**src/rtl/fcs_pkg.sv**
```systemverilog
`timescale 1ns / 1ps
// ----------------------------------------------------------------------------
// fcs_pkg
// Types and command codes for the flash command sequencer.
// ----------------------------------------------------------------------------
package fcs_pkg;

  // Per-chip sequencer mode
  typedef enum logic [1:0] {
    MODE_READY   = 2'd0,
    MODE_COMMAND = 2'd1,
    MODE_PROGRAM = 2'd2,
    MODE_ERASE   = 2'd3
  } mode_t;

  // Action handed to the flash array
  typedef enum logic [1:0] {
    ACT_NONE         = 2'd0,
    ACT_PROGRAM      = 2'd1,
    ACT_CHIP_ERASE   = 2'd2,
    ACT_SECTOR_ERASE = 2'd3
  } action_t;

  // Command cycles decode only the low address bits
  localparam int CMD_ADDR_BITS = 15;

  localparam logic [CMD_ADDR_BITS-1:0] UNLOCK_ADDR_1 = 15'h5555;
  localparam logic [CMD_ADDR_BITS-1:0] UNLOCK_ADDR_2 = 15'h2AAA;

  localparam logic [7:0] UNLOCK_DATA_1   = 8'hAA;
  localparam logic [7:0] UNLOCK_DATA_2   = 8'h55;
  localparam logic [7:0] CMD_PROGRAM     = 8'hA0;
  localparam logic [7:0] CMD_ERASE_SETUP = 8'h80;
  localparam logic [7:0] CMD_ID_ENTRY    = 8'h90;
  localparam logic [7:0] CMD_ID_EXIT     = 8'hF0;
  localparam logic [7:0] CMD_CHIP_ERASE  = 8'h10;
  localparam logic [7:0] CMD_SECTOR_ERASE = 8'h30;

  // Sequence steps
  localparam logic [1:0] STEP_0 = 2'd0;
  localparam logic [1:0] STEP_1 = 2'd1;
  localparam logic [1:0] STEP_2 = 2'd2;

endpackage

```
**src/rtl/flash_command_sequencer_unit.sv**
```systemverilog
`timescale 1ns / 1ps
// ----------------------------------------------------------------------------
// flash_command_sequencer_unit
// JEDEC style command decoder for two byte-wide flash chips. Every write word
// yields one action word for the flash array.
// ----------------------------------------------------------------------------
// The result is registered: it is valid in the cycle after the input is accepted.
// Throughput: one word per cycle; the per-chip state lookup and update is the
// only path. A result held by m_tready low stalls the input; a new word enters
// in the same cycle its predecessor is taken.
// Reset (rst, synchronous): both chips ready, step 0, ID mode off; output empty.
module flash_command_sequencer_unit #(
  parameter int ADDRESS_BITS = 19,
  parameter int SECTOR_BITS  = 12,
  localparam int IN_W  = ((ADDRESS_BITS + 8 + 7) / 8) * 8,
  localparam int OUT_W = ((ADDRESS_BITS + 9 + 7) / 8) * 8
) (
  input  logic             clk,
  input  logic             rst,
  input  logic             s_tvalid,
  output logic             s_tready,
  input  logic [IN_W-1:0]  s_tdata,   // flash_address, write_data
  input  logic             s_tuser,   // chip_select
  output logic             m_tvalid,
  input  logic             m_tready,
  output logic [OUT_W-1:0] m_tdata,   // target_address, program_data, id_mode
  output fcs_pkg::action_t m_tuser    // action
);
  import fcs_pkg::*;

  localparam logic [ADDRESS_BITS-1:0] SECTOR_MASK = {ADDRESS_BITS{1'b1}} << SECTOR_BITS;

  mode_t       chip_mode [2];
  logic [1:0]  sequence_step [2];
  logic        software_id_flag [2];

  action_t                 out_action;
  logic [ADDRESS_BITS-1:0] out_target;
  logic [7:0]              out_data;
  logic                    out_id;

  logic                     accept;
  logic                     sel;
  logic [ADDRESS_BITS-1:0]  addr;
  logic [7:0]               din;
  logic [CMD_ADDR_BITS-1:0] cmd;
  mode_t                    mode_cur, mode_next;
  logic [1:0]               seq_next;
  logic                     id_next;
  action_t                  act_next;
  logic [ADDRESS_BITS-1:0]  target_next;
  logic [7:0]               data_next;

  assign s_tready = !m_tvalid || m_tready;
  assign accept   = s_tvalid && s_tready;
  assign sel      = s_tuser;
  assign addr     = s_tdata[ADDRESS_BITS-1:0];
  assign din      = s_tdata[ADDRESS_BITS +: 8];
  assign cmd      = addr[CMD_ADDR_BITS-1:0];
  assign mode_cur = chip_mode[sel];

  always_comb begin
    mode_next   = mode_cur;
    seq_next    = sequence_step[sel];
    id_next     = software_id_flag[sel];
    act_next    = ACT_NONE;
    target_next = '0;
    data_next   = '0;
    unique case (mode_cur)
      MODE_READY: begin
        if (cmd == UNLOCK_ADDR_1 && din == UNLOCK_DATA_1) begin
          mode_next = MODE_COMMAND;
          seq_next  = STEP_0;
        end else if (din == CMD_ID_EXIT) begin
          id_next = 1'b0;
        end
      end
      MODE_COMMAND: begin
        if (sequence_step[sel] == STEP_0) begin
          if (cmd == UNLOCK_ADDR_2 && din == UNLOCK_DATA_2) seq_next = STEP_1;
          else mode_next = MODE_READY;
        end else if (sequence_step[sel] == STEP_1 && cmd == UNLOCK_ADDR_1) begin
          seq_next  = STEP_0;
          mode_next = MODE_READY;
          if (din == CMD_PROGRAM) mode_next = MODE_PROGRAM;
          else if (din == CMD_ERASE_SETUP) mode_next = MODE_ERASE;
          else if (din == CMD_ID_ENTRY) id_next = 1'b1;
          else if (din == CMD_ID_EXIT) id_next = 1'b0;
        end else begin
          mode_next = MODE_READY;
        end
      end
      MODE_PROGRAM: begin
        act_next    = ACT_PROGRAM;
        target_next = addr;
        data_next   = din;
        mode_next   = MODE_READY;
      end
      MODE_ERASE: begin
        // erase tail: second unlock pair, then 10 at 5555 or 30 anywhere
        mode_next = MODE_READY;
        if (sequence_step[sel] == STEP_0) begin
          if (cmd == UNLOCK_ADDR_1 && din == UNLOCK_DATA_1) begin
            seq_next  = STEP_1;
            mode_next = MODE_ERASE;
          end
        end else if (sequence_step[sel] == STEP_1) begin
          if (cmd == UNLOCK_ADDR_2 && din == UNLOCK_DATA_2) begin
            seq_next  = STEP_2;
            mode_next = MODE_ERASE;
          end
        end else if (sequence_step[sel] == STEP_2) begin
          if (cmd == UNLOCK_ADDR_1 && din == CMD_CHIP_ERASE) begin
            act_next = ACT_CHIP_ERASE;
          end else if (din == CMD_SECTOR_ERASE) begin
            act_next    = ACT_SECTOR_ERASE;
            target_next = addr & SECTOR_MASK;
          end
        end
      end
      default: mode_next = MODE_READY;
    endcase
  end

  always_ff @(posedge clk) begin
    if (rst) begin
      for (int i = 0; i < 2; i++) begin
        chip_mode[i]        <= MODE_READY;
        sequence_step[i]    <= STEP_0;
        software_id_flag[i] <= 1'b0;
      end
      m_tvalid <= 1'b0;
    end else begin
      if (accept) begin
        chip_mode[sel]        <= mode_next;
        sequence_step[sel]    <= seq_next;
        software_id_flag[sel] <= id_next;
        m_tvalid              <= 1'b1;
      end else if (m_tready) begin
        m_tvalid <= 1'b0;
      end
    end
  end

  always_ff @(posedge clk) begin
    if (accept) begin
      out_action <= act_next;
      out_target <= target_next;
      out_data   <= data_next;
      out_id     <= id_next;
    end
  end

  always_comb begin
    m_tdata                        = '0;
    m_tdata[ADDRESS_BITS-1:0]      = out_target;
    m_tdata[ADDRESS_BITS +: 8]     = out_data;
    m_tdata[ADDRESS_BITS + 8]      = out_id;
    m_tuser                        = out_action;
  end

endmodule
```
**config.mk**
```make
export PLATFORM = sky130hd
export DESIGN_NAME = flash_command_sequencer_unit
export DESIGN_NICKNAME = d
export VERILOG_FILES = /design/src/rtl/fcs_pkg.sv /design/src/rtl/flash_command_sequencer_unit.sv
export SDC_FILE = /design/constraint.sdc
export NUM_CORES = 1
export LEC_CHECK = 0
export ABC_AREA = 1
export BUFFER_PORTS_ARGS = -buffer_cell sky130_fd_sc_hd__buf_4
export CAP_MARGIN = 5
export CORE_UTILIZATION = 46
export CTS_CLUSTER_SIZE = 30
export DETAILED_ROUTE_END_ITERATION = 10
export GPL_TIMING_DRIVEN = 1
export PLACE_DENSITY = 0.76
export SLEW_MARGIN = 20
export SYNTH_ARGS = -nofsm -noshare
export SYNTH_HDL_FRONTEND = slang
export SYNTH_SLANG_ARGS = --single-unit
```
**constraint.sdc**
```tcl
create_clock -name clk -period 2.63 [get_ports clk]
set_input_delay 0.1315 -clock clk [delete_from_list [all_inputs] [get_ports clk]]
set_output_delay 0.1315 -clock clk [all_outputs]
set_load 0.005 [all_outputs]
```
==> results.cfg, run 1 <==
[status]
status = finished, final reports clean

[synthesis]
synthTopCellsByArea = edfxtp_1 (53%), nor2_1 (10%), nand2_1 (9.0%)
synth_cell_type_count = 25
syn_area_um2 = 2260
syn_avg_cell_area_um2 = 8.23
yosysTopAreaCellShare_pct = 53.2
yosysSeqAreaShare_pct = 54.1
yosys_warnings = 0
ys_ff_latch = 41
postSynthCellCount = 274
synth_top_area_cell = edfxtp_1

[sta]
finalSetupViolCount = 0
min_period_ns = 1.78
finalCritPeriodShare_pct = 67.7
drv_slew = 0
fmax_mhz = 562
fin_skew_ns = 0.00240
hold_viol_final = 0
rsz0062_at_grt = no
finalSetupTns_ns = 0

[power_and_ir_drop]
powerDensity_nw_per_um2 = 548
leakage_nw = 1.42
p_comb_share_pct = 15.0
p_total_mw = 1.61
clock_power_share_pct = 36.8
vdd_drop_max_v = 0.000212
sequentialPowerShare_pct = 48.2
p_sw_uw = 362
swShare_pct = 22.5
p_int_mw = 1.25

[floorplanning]
die_y_um = 72.0
fp.coreArea_um2 = 4720
dieWidth_um = 72.0
num_io_pins = 73
placementRows = 25
start_util_pct = 47.8
die_area_um2 = 5190

[placed_design]
dp_hpwl_mm = 3.58
gp_congestion = 0.863
port_buffers = 63

[layout]
diodes = 0
fill_cells = 415
area_growth_syn_to_layout_pct = 30.1
nNetsFinal = 379
drive_above_1_share_pct = 26.5

[clock_tree]
cts_buffer_depth = 2
numClockSinks = 41
clockRootBuffer = clkbuf_8
cts_buffers = 5
clk_pin_slew_ns = 0.08
cts_tree = yes
htree_levels = 2
cts_resized = 0
clk_latency_ns = 0.29
post-cts-setup-buffers = 0

[drt]
antenna_left = 0
viasPerCell = 4.64
num_vias = 1901
drc = 0
wire_per_inst_um = 11.4
dr.pass1.iters = 4
drt_iter0_drc = 99
wl_mm = 4.67

[worst_setup_path]
cp-start-kind = flop
crit_top_cell = nand2_1
cp.buffers_inverters = 2
worstPathArrival_ns = 1.91
critical-path-slowest-cell = edfxtp_1
endpoint_kind = flop
crit_fanout = 12
critPathKind = reg2reg
path_cells = or2_4 > o21ai_4 > inv_2 > nand2_1 > o21ai_0 > inv_1 > nand2_1 > a21oi_1
crit_family = simple AND/OR/NAND/NOR gates
slowest_delay_ns = 0.36
required_ns = 2.76

[flow_run]
max_cap_violations = 0

[grt]
grt_pass1_wl_mm = 7.69
antenna_found_initial = 0
grt_max_degree = 31
overflow = 0
grt_pass1_vias = 1814
grtUsageTotal_pct = 19.1

[min_path]
hold_class = in2reg
-- metrics by stage --
step	util, %	cell area (um^2)	cells	hold slack (ns)	setup slack (ns)
final	62.1	2940	410	0.134	0.850
after global routing	62.1	2940	410	0.133	0.683
after CTS	62.1	2940	410	0.131	0.831
after detailed placement	59.1	2790	401	0.307	0.877
after global placement	59.1	2790	401	0.299	0.929
after floorplan	-	2270	277	0.201	0.545
-- area by class of cell --
class | count | area, um^2 | area share [%]
clock buffer | 5 | 68.8 | 2.34
sequential | 41 | 1220 | 41.6
multi-input combinational | 174 | 796 | 27.1
inverter | 54 | 203 | 6.91
timing repair buffer | 66 | 498 | 17.0
tap | 67 | 83.8 | 2.86
clock inverter | 3 | 65.1 | 2.22
-- Yosys cell counts --
cell type / instances
a21oi_1: 12
buf_2: 2
buf_4: 5
buf_6: 1
conb_1: 1
dfxtp_1: 1
edfxtp_1: 40
inv_1: 49
inv_2: 5
nand2_1: 54
nand2_2: 1
nand3_1: 19
nand3_2: 1
nand4_1: 5
nand4_2: 1
nor2_1: 61
nor2_2: 2
nor3_1: 3
nor3_2: 1
o211ai_1: 1
o21ai_0: 1
o21ai_2: 4
o21ai_4: 1
or2_1: 2
or2_4: 1
-- power groups by stage --
stage          Clock [mW]  Combinational [mW]  Sequential (mW)
5_1_grt             0.623               0.270            0.779
3_5_place_dp            0               0.240            0.791
3_3_place_gp            0               0.236            0.789
6_report            0.593               0.241            0.776
2_1_floorplan           0               0.121            0.794
4_1_cts             0.600               0.242            0.776
-- worst register-to-register path, stage by stage, from the launching register on --
cell      delay (ns)
edfxtp_1        0.36
or2_4           0.26
o21ai_4         0.10
inv_2           0.06
nand2_1         0.34
o21ai_0         0.16
inv_1           0.08
nand2_1         0.09
a21oi_1         0.18
-- state kept, by name (all words and copies together), names as in the netlist --
| name | count |
|---|---|
| chip_mode | 4 |
| software_id_flag | 2 |
| out_target | 19 |
| out_id | 1 |
| m_tvalid | 1 |
| m_tuser | 2 |
| sequence_step | 4 |
| out_data | 8 |
-- per-layer routing --
| metal | part of all wire [%] | vias up | GRT usage [%] |
|---|---|---|---|
| met1 | 44 | 836 | 22.2 |
| met2 | 49 | 65 | 33.8 |
| met3 | 6.1 | 9 | 4.31 |
| met4 | 1.6 | 0 | 8.71 |
| met5 | 0 | - | 0 |
| li1 | - | 991 | - |
-- timing repair --
item / 4_1_cts / 5_1_grt
endpoints found under the hold margin: 1 / 0
hold buffers: 1 / 0
setup endpoints to repair: 0 / 0
-- worst paths after layout --
kind / startpoint / endpoint / slack, ns / depth (start not counted)
hold reg to reg: m_tvalid$_SDFFE_PP0P_ / m_tvalid$_SDFFE_PP0P_ / 0.56 / 2
setup / recovery: chip_mode[1][1]$_SDFFCE_PN0P_ / sequence_step[0][0]$_SDFFCE_PN0P_ / 0.85 / 8
hold / removal: s_tdata[18] / out_target[18]$_DFFE_PP_ / 0.13 / 3
setup reg to reg: chip_mode[1][1]$_SDFFCE_PN0P_ / sequence_step[0][0]$_SDFFCE_PN0P_ / 0.85 / 8
-- cell families after synthesis --
group	after synthesis	share of synthesized area, %
AOI/OAI and AO/OA	19	5.49
buffers and inverters	62	11.6
other	1	0.166
DFF	41	54.1
and+or+nand+nor	151	28.6
-- cells in the final DEF (no fill, tap or decap), types with 3 or more instances in the layout --
| cell type | n |
|---|---|
| edfxtp_1 | 40 |
| nor3_1 | 3 |
| nand4_1 | 5 |
| inv_2 | 5 |
| nor2_1 | 61 |
| a21oi_1 | 11 |
| nand3_1 | 19 |
| inv_1 | 49 |
| buf_4 | 65 |
| clkbuf_8 | 5 |
| o21ai_2 | 4 |
| nand2_1 | 54 |
| conb_1 | 4 |
(Power assumes the default switching activity.)
==> inputs of run 2 (changes only) <==
- CORE_UTILIZATION: 46 -> 51
- PLACE_DENSITY: 0.76 -> 0.8
- clock period: 2.63 -> 1.8 ns (I/O delays scaled with it)
==> results.cfg, run 2 (synthesis gave the netlist of run 1 again) <==
[power_and_ir_drop]
p_sw_uw = 518
vdd_drop_max_v = 0.000431
sequentialPowerShare_pct = 51.7
p_int_mw = 1.68
swShare_pct = 23.6
p_comb_share_pct = 16.3
clock_power_share_pct = 32.1
powerDensity_nw_per_um2 = 759
leakage_nw = 1.41

[layout]
final_cell_mix = buf_4 (66), nor2_1 (61), nand2_1 (54)
instances_no_fill = 393
layout_commonest_cell = buf_4
diodes = 0
reg_top3 = out_target x19, out_data x8
multi_input_area_um2 = 796
largest-register = out_target
area_growth_syn_to_layout_pct = 28.2
largest_reg_flops = 19
seqCellArea_um2 = 1220
fill_cells = 335
nNetsFinal = 380
final_core_util_pct = 70.3
drive_above_1_share_pct = 26.5

[sta]
min_period_ns = 1.54
fin_skew_ns = 0.00480
finalCritPeriodShare_pct = 85.7
fmax_mhz = 648
finalSetupViolCount = 0
finalSetupTns_ns = 0
fin_ws_ns = 0.258
hold_viol_final = 0
drv_slew = 0
rsz0062_at_grt = no

[drt]
wl_mm = 4.80
wire_per_inst_um = 12.2
drt_iter0_drc = 166
num_vias = 1957
viasPerCell = 4.98
antenna_left = 0
drc = 0
dr.pass1.iters = 4

[clock_tree]
htree_levels = 2
cts_buffers = 5
cts_tree = yes
clk_latency_ns = 0.29
clockRootBuffer = clkbuf_8
numClockSinks = 41
cts_buffer_depth = 2
clk_pin_slew_ns = 0.08
post-cts-setup-buffers = 0

[floorplanning]
fp.coreArea_um2 = 4120
die_y_um = 68.5
num_io_pins = 73
start_util_pct = 54.8
placementRows = 23
dieWidth_um = 68.5
die_area_um2 = 4690

[placed_design]
gp_congestion = 0.928
dpl.cell_count = 385
port_buffers = 63
dp_slack_ns = 0.282
dp_hpwl_mm = 3.82

[flow_run]
max_cap_violations = 0

[worst_setup_path]
cp-start-kind = flop
path_cells = o21ai_2 > inv_2 > nor2_2 > nand3_1 > nand3_1 > nand2_1 > nand2_1 > a21oi_1
endpoint_kind = flop
slowest_delay_ns = 0.38
worstPathArrival_ns = 1.58
rrSetupSlack_ns = 0.26
required_ns = 1.84
crit_fanout = 5
critPathKind = reg2reg
critical-path-slowest-cell = edfxtp_1

[grt]
grtUsageMet1_pct = 25.3
antenna_found_initial = 0
overflow = 0
grtUsageTotal_pct = 20.9
grt_pass1_wl_mm = 7.19
grt_use_met2_pct = 37.9
busiest_layer = met2
gr-usage-met3_pct = 4.77
grt_pass1_vias = 1708
grt_max_degree = 31

[status]
status = finished, final reports clean

[min_path]
hold_class = in2reg
[run 2: layout make-up]
| type | instances | area share (%) |
|---|---|---|
| Timing Repair Buffer | 67 | 17.5 |
| Sequential cell | 41 | 42.2 |
| Tap cell | 50 | 2.16 |
| Multi-Input combinational cell | 174 | 27.5 |
| Clock inverter | 2 | 1.21 |
| Clock buffer | 5 | 2.38 |
| Inverter | 54 | 7.01 |
[run 2: power groups by stage]
stage                     logic (mW)  registers, mW  clock network, mW
final                          0.357           1.13              0.704
after global placement         0.345           1.15                  0
after CTS                      0.358           1.13              0.706
after floorplan                0.178           1.16                  0
after global routing           0.399           1.14              0.737
after detailed placement       0.355           1.16                  0
[run 2: what timing repair did]
item	4_1_cts	5_1_grt
hold endpoints to repair	1	0
hold buffers	1	0
gates resized for setup	0	0
[run 2: per-layer routing]
metal	vias up	routed length (um)
li1	994	-
met1	873	1940
met2	84	2380
met3	6	450
met4	0	25
met5	-	0
[run 2: final timing paths]
| kind | from | endpoint | depth (start not counted) |
|---|---|---|---|
| worst max-delay path | sequence_step[0][1]$_SDFFCE_PN0P_ | sequence_step[0][0]$_SDFFCE_PN0P_ | 8 |
| worst min-delay path | s_tdata[17] | out_target[17]$_DFFE_PP_ | 3 |
| worst max register to register | sequence_step[0][1]$_SDFFCE_PN0P_ | sequence_step[0][0]$_SDFFCE_PN0P_ | 8 |
| worst min register to register | m_tvalid$_SDFFE_PP0P_ | m_tvalid$_SDFFE_PP0P_ | 2 |
[run 2: worst max-delay path, delay by kind of cell, from the launching register on]
family | cells | cell delay (ns)
DFF | 1 | 0.38
buffers and inverters | 1 | 0.07
and+or+nand+nor | 5 | 0.57
AOI/OAI and AO/OA | 2 | 0.27
[run 2: through the flow]
step           hold WS, ns  power [mW]  cell area, um^2
6_report             0.101        2.19             2890
5_1_grt              0.112        2.28             2890
4_1_cts              0.106        2.20             2890
3_5_place_dp         0.262        1.51             2780
3_3_place_gp         0.256        1.50             2780
2_1_floorplan        0.159        1.34             2280
==> inputs of run 3 (changes only) <==
- CORE_UTILIZATION: 51 -> 40
- PLACE_DENSITY: 0.8 -> 0.65
==> results.cfg, run 3 (synthesis gave the netlist of run 1 again) <==
[layout]
seqCellArea_um2 = 1220
reg_top3 = out_target x19, out_data x8
largest-register = out_target
instances_no_fill = 414
drive_above_1_share_pct = 26.2
final_cell_mix = buf_4 (66), nor2_1 (61), nand2_1 (54)
layout_commonest_cell = buf_4
area_growth_syn_to_layout_pct = 29.4
diodes = 0
largest_reg_flops = 19
fill_cells = 530
nNetsFinal = 380
multi_input_area_um2 = 796

[worst_setup_path]
cp.depth = 8
crit_fanout = 5
critical-path-slowest-cell = edfxtp_1
reg2reg_to = sequence_step[1][0]$_SDFFCE_PN0P_
slowest_delay_ns = 0.38
cp.buffers_inverters = 1
critPathKind = reg2reg
worstPathArrival_ns = 1.61
required_ns = 1.84
crit_family = simple AND/OR/NAND/NOR gates
r2r_cells = 8
rr_startpoint = sequence_step[0][1]$_SDFFCE_PN0P_
rrSetupSlack_ns = 0.23
cp-start-kind = flop
endpoint_kind = flop
path_cells = o21ai_2 > inv_2 > nor2_2 > nand3_1 > nand3_1 > nand2_1 > nand2_1 > a21oi_1

[drt]
antenna_left = 0
drc = 0
met3_length_um = 290
wire_per_inst_um = 11.2
route.top_layer_used = met4
wl_mm = 4.65
num_vias = 1888
dr.pass1.iters = 4
met2WireLength_mm = 2.24
met1Wirelength_mm = 2.07
drt_iter0_drc = 106
viasPerCell = 4.56

[power_and_ir_drop]
swShare_pct = 23.1
p_int_mw = 1.68
p_sw_uw = 505
sequentialPowerShare_pct = 51.8
powerDensity_nw_per_um2 = 749
p_total_mw = 2.19
vdd_drop_max_v = 0.000391
leakage_nw = 1.41
p_comb_share_pct = 16.1
clock_power_share_pct = 32.1

[min_path]
hp-start = s_tdata[18]
hold_end = out_target[18]$_DFFE_PP_
whs_path_depth = 3
hold_class = in2reg

[sta]
fmax_mhz = 636
fin_skew_ns = 0.00538
min_period_ns = 1.57
finalHoldWorstSlack_ns = 0.0977
drv_slew = 0
finalCritPeriodShare_pct = 87.4
finalSetupTns_ns = 0
finalSetupViolCount = 0
rsz0062_at_grt = no
hold_viol_final = 0

[floorplanning]
dieWidth_um = 77.1
die_area_um2 = 5940
start_util_pct = 42.8
num_io_pins = 73
placementRows = 26
fp.coreArea_um2 = 5270
die_y_um = 77.1

[status]
status = finished, final reports clean

[clock_tree]
cts_tree = yes
clk_pin_slew_ns = 0.08
numClockSinks = 41
clk_latency_ns = 0.28
cts_buffer_depth = 2
cts_resized = 0
cts_buffers = 5
htree_levels = 2
clockRootBuffer = clkbuf_8

[grt]
grt_pass1_vias = 1753
grt_pass1_wl_mm = 7.90
antenna_found_initial = 0
grtUsageTotal_pct = 16.9
overflow = 0
grt_max_degree = 31

[placed_design]
dpl.cell_count = 405
port_buffers = 63
gp_congestion = 0.808
dp_hpwl_mm = 3.69

[flow_run]
max_cap_violations = 0
-- run 3: worst register-to-register path: cells and delay by family, from the launching register on --
kind,cells,cell delay [ns]
simple gates,5,0.59
compound gates,2,0.28
flops,1,0.38
buf+inv,1,0.08
-- run 3: layout make-up --
type                            count  share of cell area, %
Sequential cell                    41                   41.8
Multi-Input combinational cell    174                   27.3
Timing Repair Buffer               67                   17.3
Inverter                           54                   6.94
Tap cell                           70                   3.00
Clock buffer                        6                   2.49
Clock inverter                      2                   1.16
-- run 3: stage by stage --
stage | util [%] | setup WS (ns) | area [um^2]
6_report | 55.4 | 0.228 | 2920
5_1_grt | 55.4 | 0.0597 | 2920
4_1_cts | 55.4 | 0.221 | 2920
3_5_place_dp | 53.2 | 0.239 | 2800
3_3_place_gp | 53.2 | 0.270 | 2800
2_1_floorplan | - | 0.0350 | 2280
-- run 3: routing by layer --
layer / global-route usage [%] / up-vias
met5: 0 / -
met4: 5.66 / 0
met3: 3.33 / 5
met2: 28.6 / 63
met1: 21.4 / 825
li1: - / 995
-- run 3: worst max-delay path by stage --
stage	start	endpoint	slack, ns
after floorplan	m_tvalid$_SDFFE_PP0P_	chip_mode[0][0]$_SDFFCE_PN0P_	0.03
after detailed placement	sequence_step[0][1]$_SDFFCE_PN0P_	sequence_step[1][0]$_SDFFCE_PN0P_	0.24
after CTS	sequence_step[0][1]$_SDFFCE_PN0P_	sequence_step[1][0]$_SDFFCE_PN0P_	0.22
after global routing	sequence_step[0][1]$_SDFFCE_PN0P_	sequence_step[1][0]$_SDFFCE_PN0P_	0.06
final	sequence_step[0][1]$_SDFFCE_PN0P_	sequence_step[1][0]$_SDFFCE_PN0P_	0.23
after global placement	sequence_step[0][1]$_SDFFCE_PN0P_	sequence_step[1][0]$_SDFFCE_PN0P_	0.27
-- run 3: timing repair --
action	4_1_cts	5_1_grt
endpoints found under the setup margin	0	0
endpoints found under the hold margin	1	0
hold buffers	1	0
setup buffers	0	0
-- run 3: power groups by stage --
stage | logic, mW | registers [mW] | clock network, mW
finish | 0.353 | 1.13 | 0.702
global route | 0.397 | 1.14 | 0.761
CTS | 0.357 | 1.13 | 0.726
detailed placement | 0.354 | 1.16 | 0
global placement | 0.350 | 1.15 | 0
floorplan | 0.178 | 1.16 | 0
